### config.mk
export PLATFORM = sky130hd
export DESIGN_NAME = lrd_ctrl
export DESIGN_NICKNAME = d
export VERILOG_FILES = /design/src/design/lrd_pkg.sv /design/src/design/lrd_ctrl.sv
export SDC_FILE = /design/constraint.sdc
export NUM_CORES = 1
export LEC_CHECK = 0
export BUFFER_PORTS_ARGS = -buffer_cell sky130_fd_sc_hd__buf_4
export CAP_MARGIN = 20
export CORE_MARGIN = 2
export CORE_UTILIZATION = 40
export DETAILED_ROUTE_END_ITERATION = 6
export HOLD_SLACK_MARGIN = 0.1
export PLACE_DENSITY = 0.62
export SYNTH_ARGS = -nofsm -noshare
export SYNTH_HDL_FRONTEND = slang
export SYNTH_SLANG_ARGS = --single-unit
### constraint.sdc
create_clock -name clk -period 1.5 [get_ports clk]
set_input_delay 0.075 -clock clk [delete_from_list [all_inputs] [get_ports clk]]
set_output_delay 0.075 -clock clk [all_outputs]
set_load 0.03 [all_outputs]
### src/design/lrd_pkg.sv
// shared types for the lzss ring decoder: controller states, token phase, command and status
`default_nettype none

package lrd_pkg;

  localparam logic [7:0] SPACE_BYTE = 8'h20;

  typedef enum logic [2:0] {
    ST_CLEAR,
    ST_IDLE,
    ST_FILL,
    ST_DECODE,
    ST_COPY
  } ctrl_state_t;

  typedef enum logic [1:0] {
    PH_FLAG = 2'd0,
    PH_LIT  = 2'd1,
    PH_POS  = 2'd2
  } token_phase_t;

  // controller to datapath
  typedef struct packed {
    logic take_item;     // latch the input byte
    logic stream_reset;  // write pointer, kept count, position back to stream start
    logic sweep_step;    // write one ring entry of the clear or fill pass
    logic sweep_zero;    // sweep value is zero, else space
    logic sweep_done;    // last entry of the pass, sweep address back to zero
    logic save_pos;      // first match byte holds the low position bits
    logic emit_lit;      // literal byte out and into the ring
    logic copy_start;    // issue the first ring read of a match
    logic copy_emit;     // copied byte out and back into the ring
  } lrd_cmd_t;

  // datapath to controller
  typedef struct packed {
    logic [7:0] cur_byte;
    logic       out_free;
    logic       copy_last;
    logic       fill_end;
    logic       ring_end;
  } lrd_stat_t;

endpackage

`default_nettype wire

### src/design/lrd_ctrl.sv
// controller: sequencing state machine and token state (flag bits, flags left, phase)
`default_nettype none

module lrd_ctrl
  import lrd_pkg::*;
(
  input  wire logic      clk,
  input  wire logic      rst,
  input  wire logic      in_valid,
  input  wire logic      start_stream,
  input  wire lrd_stat_t stat,
  output logic           in_ready,
  output lrd_cmd_t       cmd
);

  ctrl_state_t  state, state_next;
  token_phase_t phase, phase_next;
  logic [7:0]   flag_bits, flag_bits_next;
  logic [3:0]   flags_left, flags_left_next;

  always_ff @(posedge clk) begin
    if (rst) begin
      state      <= ST_CLEAR;
      phase      <= PH_FLAG;
      flag_bits  <= '0;
      flags_left <= '0;
    end else begin
      state      <= state_next;
      phase      <= phase_next;
      flag_bits  <= flag_bits_next;
      flags_left <= flags_left_next;
    end
  end

  always_comb begin
    logic [3:0] left_dec;
    left_dec        = (flags_left != 4'd0) ? flags_left - 4'd1 : 4'd0;
    state_next      = state;
    phase_next      = phase;
    flag_bits_next  = flag_bits;
    flags_left_next = flags_left;
    cmd             = '0;
    in_ready        = 1'b0;
    case (state)
      ST_CLEAR: begin
        cmd.sweep_step = 1'b1;
        cmd.sweep_zero = 1'b1;
        if (stat.ring_end) begin
          cmd.sweep_done = 1'b1;
          state_next     = ST_IDLE;
        end
      end
      ST_IDLE: begin
        in_ready = 1'b1;
        if (in_valid) begin
          cmd.take_item = 1'b1;
          if (start_stream) begin
            cmd.stream_reset = 1'b1;
            phase_next       = PH_FLAG;
            flag_bits_next   = '0;
            flags_left_next  = '0;
            state_next       = ST_FILL;
          end else begin
            state_next = ST_DECODE;
          end
        end
      end
      ST_FILL: begin
        cmd.sweep_step = 1'b1;
        if (stat.fill_end) begin
          cmd.sweep_done = 1'b1;
          state_next     = ST_DECODE;
        end
      end
      ST_DECODE: begin
        case (phase)
          PH_LIT: begin
            if (flag_bits[0]) begin
              if (stat.out_free) begin
                cmd.emit_lit    = 1'b1;
                flag_bits_next  = flag_bits >> 1;
                flags_left_next = left_dec;
                phase_next      = (left_dec == 4'd0) ? PH_FLAG : PH_LIT;
                state_next      = ST_IDLE;
              end
            end else begin
              cmd.save_pos = 1'b1;
              phase_next   = PH_POS;
              state_next   = ST_IDLE;
            end
          end
          PH_POS: begin
            cmd.copy_start = 1'b1;
            state_next     = ST_COPY;
          end
          default: begin
            flag_bits_next  = stat.cur_byte;
            flags_left_next = 4'd8;
            phase_next      = PH_LIT;
            state_next      = ST_IDLE;
          end
        endcase
      end
      ST_COPY: begin
        if (stat.out_free) begin
          cmd.copy_emit = 1'b1;
          if (stat.copy_last) begin
            flag_bits_next  = flag_bits >> 1;
            flags_left_next = left_dec;
            phase_next      = (left_dec == 4'd0) ? PH_FLAG : PH_LIT;
            state_next      = ST_IDLE;
          end
        end
      end
      default: begin
        state_next = ST_IDLE;
      end
    endcase
  end

endmodule

`default_nettype wire

## Word-level counts from Yosys, hierarchy flattened

Cells that the tools add are included.

- Register bits after elaboration: 17
- Input port bits: 16

- Add/sub/neg operators: 1
- Equality and inequality tests: 16
- Muxes and demuxes: 52
- Reductions and logical operators: 9

Operators with widths:

| kind | number |
|---|---|
| $mux W8 | 6 |
| $mux W4 | 7 |
| $mux W3 | 8 |
| $pmux W8 S3 | 1 |
| $mux W2 | 9 |
| $pmux W8 S2 | 1 |
| $pmux W3 S5 | 1 |
| $ne A2 B2 Y1 const B | 7 |
| $mux W1 | 13 |
| $pmux W4 S3 | 1 |
| $reduce_and A6 Y1 | 2 |
| $pmux W4 S2 | 1 |
| $reduce_and A8 Y1 | 1 |
| $reduce_and A7 Y1 | 1 |
| $eq A3 B2 Y1 const B | 2 |
| $ne A3 B3 Y1 const B | 2 |
| $pmux W2 S3 | 1 |
| $pmux W3 S2 | 1 |
| $logic_not A4 Y1 | 1 |
| $ne A4 B4 Y1 const B | 1 |
| $pmux W2 S2 | 1 |
| $reduce_bool A4 Y1 | 1 |
| $sub A4 B1 Y4 const B | 1 |
| $eq A3 B1 Y1 const B | 1 |
| other kinds (7) | 7 |

## Longest topological paths before layout

- Depth in word-level cells: 8
- Depth in mapped cells: 7
- Gate-level depth less buffers: 7

## Least setup slack after synthesis

No wires, ideal clock.

- Kind: register -> register
- From: reg state[0]
- To: reg phase[1]
- Setup time: 0.066 ns
- Arrival: 1.489 ns
- Required time: 1.434 ns
- Path slack: -0.055 ns
- Cell stages (with the launch flop): 7
- Clock period less this slack: 1.555 ns
- Cells stage by stage: dfxtp_1 -> buf_6 -> and3b_4 -> nand2_4 -> nor2_1 -> a21oi_1 -> nor2_1

- Word-level cells in the longest chain between the ends: 3
- Elaborated cells between the ends (all ways): 12
- Classes of those cells: eq/ne (9); mux (1); reduce/logical (2)

RTL lines:

| element | RTL line | source |
|---|---|---|
| start: declaration | lrd_ctrl.sv:16 | `ctrl_state_t state, state_next;` |
| start signal: assignment | lrd_ctrl.sv:28 | `state <= state_next;` |
| $eq A3 B2 Y1 (tied with other cells) | lrd_ctrl.sv:44 | `case (state)` |
| $ne A4 B4 Y1 (no line) (tied with other cells) | - |  |
| $reduce_and A7 Y1 (no line) | - |  |
| end signal: assignment | lrd_ctrl.sv:29 | `phase <= phase_next;` |
| end: declaration | lrd_ctrl.sv:17 | `token_phase_t phase, phase_next;` |

Parallel ways exist; a longest one is shown, timed or not.
A chain may end at the register's enable or synchronous reset.

## Worst setup path after layout

- From: reg state[2]
- To: reg state[0]

- Word-level cells in the longest chain between the ends: 3
- Elaborated cells between the ends (all ways): 13
- Classes of those cells: eq/ne (10); mux (1); reduce/logical (2)

RTL lines:

| element | RTL line |
|---|---|
| $eq A3 B2 Y1 (tied with other cells) | lrd_ctrl.sv:44 |
| $ne A4 B4 Y1 (no line) / $ne A2 B2 Y1 (equally long branches) | - |
| $reduce_and A6 Y1 (no line) | - |

Parallel ways exist; a longest one is shown, timed or not.

==> run summary <==
Synthesis produced 132 cells. The total CTS buffers came out at 3. The via total after detailed routing came out at 1203. The share of synthesized flip-flops with an asynchronous set or reset is 0%.

The total power density per cell area came out at 729 nW/um2. The final setup slack of the worst path came out at -0.0707 ns. The count of H-tree levels built during CTS came out at 1.

The power share of the combinational group came out at 43.1%. The worst path required time is 1.74 ns. The count of buffers added on input and output ports is 25. The number of rows in the core area came out at 20. Adding up every negative setup slack in the final design gives -0.475 ns. The final weighted congestion in routability-driven placement is 0.795. The register area came out at 355 um2. The first routing iteration left 25 violations. The min-delay analysis places its worst path in the category in -> reg. Of all nets on the critical path, the largest fanout is 6. The pin count of the biggest net entering global routing came out at 19.

The flip-flop and latch count after synthesis is 17. The checks that failed: negative setup slack. From left edge to right edge, the die measures 60.3 um. The worst-case register-to-register setup slack is -0.07 ns. Global routing used 20.1% of the available tracks. The sequential cell fraction of total power is 38.6%.

The CTS root buffer is sky130_fd_sc_hd__clkbuf_4. The endpoint class of the critical path is a flop. Clock tree synthesis found a total of 17 sinks.

The post-DP HPWL came out at 2.29 mm. The proportion of synthesized chip area in sequential cells is 26.8%. The final critical path takes up 105% of the cycle. The part of the power in the clock network came out at 18.3%. The internal power component is 0.876 mW. The worst flop-to-flop path startpoint is state[2]$_SDFFE_PP0P_. In the routed layout, each cell is associated on average with a via count of 5.25. The startpoint type of the worst setup path is a flop. The worst hold path terminates at flag_bits[2]$_SDFFE_PP0P_. The number of nets with antenna violations after detailed routing is 0. The final routed wirelength across all metal layers came out at 3.33 mm. The peak supply drop is 0.401 mV.

The number of synthesis warnings came out at 0. The synthesized design contains 0 enable-type register cells. The hold violation count in the final report came out at 0. The total I/O pin count came out at 26.

Timing would allow up to 0.637 GHz. The number of nets in the layout came out at 204. Yosys mapped the design onto 47 distinct sky130hd cell types. After synthesis the cells add up to 1270 um2. The library cells used most frequently in the layout, excluding fill and tap cells, are 43 x sky130_fd_sc_hd__buf_4, 11 x sky130_fd_sc_hd__a21oi_1, 11 x sky130_fd_sc_hd__dfxtp_1, 7 x sky130_fd_sc_hd__nor2_1. The clock tree skew after final layout came out at 0.00933 ns. The total power is 1.39 mW.

The worst endpoint data arrival time came out at 1.81 ns. The average instance area after synthesis is 9.62 um2. Cells with a size suffix above 1 make up 60.0% of the layout. Leaving out fill and tap cells, the most frequent cell in the layout is sky130_fd_sc_hd__buf_4.

The leftover overflow at the end of global routing came out at 0. By startpoint and endpoint, the worst setup path is classified as reg -> reg. The clock-pin slew reported for the worst setup and hold paths after clock tree synthesis is 0.11 ns. The max-slew violation total from the final report came out at 0.

The total net switching power is 0.511 mW. The run finished, with violations left. The worst register-to-register path ends at state[0]$_SDFFE_PP0P_.

The core area is 3030 um2. The number of cells on the worst hold path is 2. The shortest period the worst path allows is 1.57 ns. The static power due to leakage is 0.669 nW.

In this run the most critical hold path is launched from rst. The number of cells on the worst reg-to-reg path came out at 6. The later pin in the worst-skew pair is clocked with a latency of 0.29 ns. The wire length of the first global-routing pass is 5.58 mm. The die covers 3640 um2. Setup repair after global routing could not meet its margin everywhere. The switching share of power came out at 36.8%. The count of endpoints failing setup in the final report is 12. The number of max-capacitance violations reported is 0.

The number of nets produced by synthesis is 150. TritonCTS built the clock tree. The normalized max-slew margin came out at 74.1%. The synthesis-to-layout area growth is 49.9%. The number of inserted filler cells in the final layout came out at 256. The height of the chip came out at 60.3 um.

The via count of the first global-routing pass is 1222. The DRC violations left came out at 0. The routed wire length per instance is 14.5 um. The initial antenna violation count is 0. The most used flip-flop cell after synthesis is sky130_fd_sc_hd__dfxtp_1. For the pin with the worst max-slew slack, the measured transition is 0.388 ns. The initial standard-cell utilization of the core came out at 41.9%. The maximum number of buffers from clock root to sink came out at 2.

The count of TritonRoute iterations in the first routing pass is 4. 0 antenna diodes ended up in the layout. At the end of the flow the core is filled with cells to 62.9%. The footprint of the multi-input gates is 983 um2.
[per-layer routing]
| metal | GRT usage, % | up-vias | wire length, um | part of all wire (%) |
|---|---|---|---|---|
| met5 | 0 | - | 0 | 0 |
| met4 | 3.81 | 0 | 23 | 0.69 |
| met3 | 3.62 | 5 | 95 | 2.9 |
| met2 | 37.1 | 19 | 1710 | 51 |
| met1 | 24.5 | 577 | 1490 | 45 |
| li1 | - | 602 | - | - |
[synth_stat cells (2+ instances only)]
master | instances | area [um2]
sky130_fd_sc_hd__ha_1 | 2 | 25.0
sky130_fd_sc_hd__nor2b_1 | 3 | 18.8
sky130_fd_sc_hd__nor3b_1 | 2 | 15.0
sky130_fd_sc_hd__o21ai_4 | 2 | 32.5
sky130_fd_sc_hd__mux2i_1 | 3 | 30.0
sky130_fd_sc_hd__clkbuf_1 | 2 | 7.51
sky130_fd_sc_hd__inv_1 | 5 | 18.8
sky130_fd_sc_hd__nor2_1 | 11 | 41.3
sky130_fd_sc_hd__a211oi_2 | 7 | 87.6
sky130_fd_sc_hd__nand3_1 | 2 | 10.0
sky130_fd_sc_hd__dfxtp_1 | 17 | 340
sky130_fd_sc_hd__nor3_1 | 5 | 25.0
sky130_fd_sc_hd__nand2b_1 | 6 | 37.5
sky130_fd_sc_hd__and2_1 | 2 | 12.5
sky130_fd_sc_hd__a22oi_1 | 7 | 52.6
sky130_fd_sc_hd__nand4_1 | 2 | 12.5
sky130_fd_sc_hd__a21oi_1 | 12 | 60.1
sky130_fd_sc_hd__nand2_1 | 4 | 15.0
sky130_fd_sc_hd__a21oi_2 | 5 | 43.8
sky130_fd_sc_hd__buf_6 | 3 | 33.8
sky130_fd_sc_hd__o21ai_0 | 4 | 20.0
[registers in the layout, summed over array words and instances, names as in the netlist]
register / cells
phase: 2
flags_left: 4
flag_bits: 8
state: 3
[cell type report]
class | count | share of cell area [%]
flip-flops and latches | 17 | 18.7
repair buffers | 53 | 24.2
inverters | 6 | 1.18
multi-input cells | 105 | 51.7
well taps | 44 | 2.89
clock buffers | 4 | 1.38
[stage by stage]
stage,area [um2],std cells,worst slack [ns],hold slack (ns)
5_1_grt,1900,229,-0.134,0.121
4_1_cts,1800,227,-0.0381,0.108
2_1_floorplan,1270,132,0.0311,0.229
3_5_place_dp,1610,216,-0.112,0.357
3_3_place_gp,1610,216,-0.0991,0.357
6_report,1900,229,-0.0707,0.115
[worst max-delay path by stage]
stage,end,from,cells after the start
2_1_floorplan,phase[0]$_SDFFE_PP0P_,state[0]$_SDFFE_PP0P_,5
3_3_place_gp,phase[0]$_SDFFE_PP0P_,state[0]$_SDFFE_PP0P_,5
3_5_place_dp,phase[0]$_SDFFE_PP0P_,state[0]$_SDFFE_PP0P_,5
4_1_cts,flag_bits[5]$_SDFFE_PP0P_,state[2]$_SDFFE_PP0P_,6
5_1_grt,flag_bits[5]$_SDFFE_PP0P_,state[2]$_SDFFE_PP0P_,6
6_report,state[0]$_SDFFE_PP0P_,state[2]$_SDFFE_PP0P_,6
[power by group through the flow]
stage               combinational (mW)  sequential [mW]  clock, mW
finish                           0.597            0.535      0.254
global route                     0.642            0.541      0.288
CTS                              0.576            0.531      0.261
detailed placement               0.523            0.539          0
global placement                 0.515            0.537          0
floorplan                        0.399            0.524          0
[repair_timing]
action / in CTS / in global routing
buffers inserted: 5 / 2
pin swaps: 10 / 20
hold endpoints to repair: 1 / 0
hold buffers: 1 / 0
setup endpoints to repair: 19 / 18
resized for setup: 21 / 17
cloned: 2 / 0
[cells by family (layout without fill, tap and decap cells)]
| kind of cell | Yosys count | count (layout) | synth area share, % |
|---|---|---|---|
| xor+xnor | 1 | 1 | 0.690 |
| mux | 3 | 3 | 2.36 |
| fa+ha+maj | 2 | 2 | 1.97 |
| flops | 17 | 17 | 26.8 |
| compound gates | 49 | 50 | 37.0 |
| simple gates | 48 | 49 | 24.5 |
| buf+inv | 12 | 63 | 6.60 |
[worst max-delay path, cell delays in order (launching register included)]
cell and delay [ns]:
sky130_fd_sc_hd__dfxtp_4 0.37, sky130_fd_sc_hd__and3b_4 0.34, sky130_fd_sc_hd__nand2_8 0.08, sky130_fd_sc_hd__buf_12 0.13, sky130_fd_sc_hd__o32ai_4 0.29, sky130_fd_sc_hd__a2bb2oi_2 0.18
sky130_fd_sc_hd__o21a_1 0.13
No activity file was read; power rests on OpenSTA's default activity.
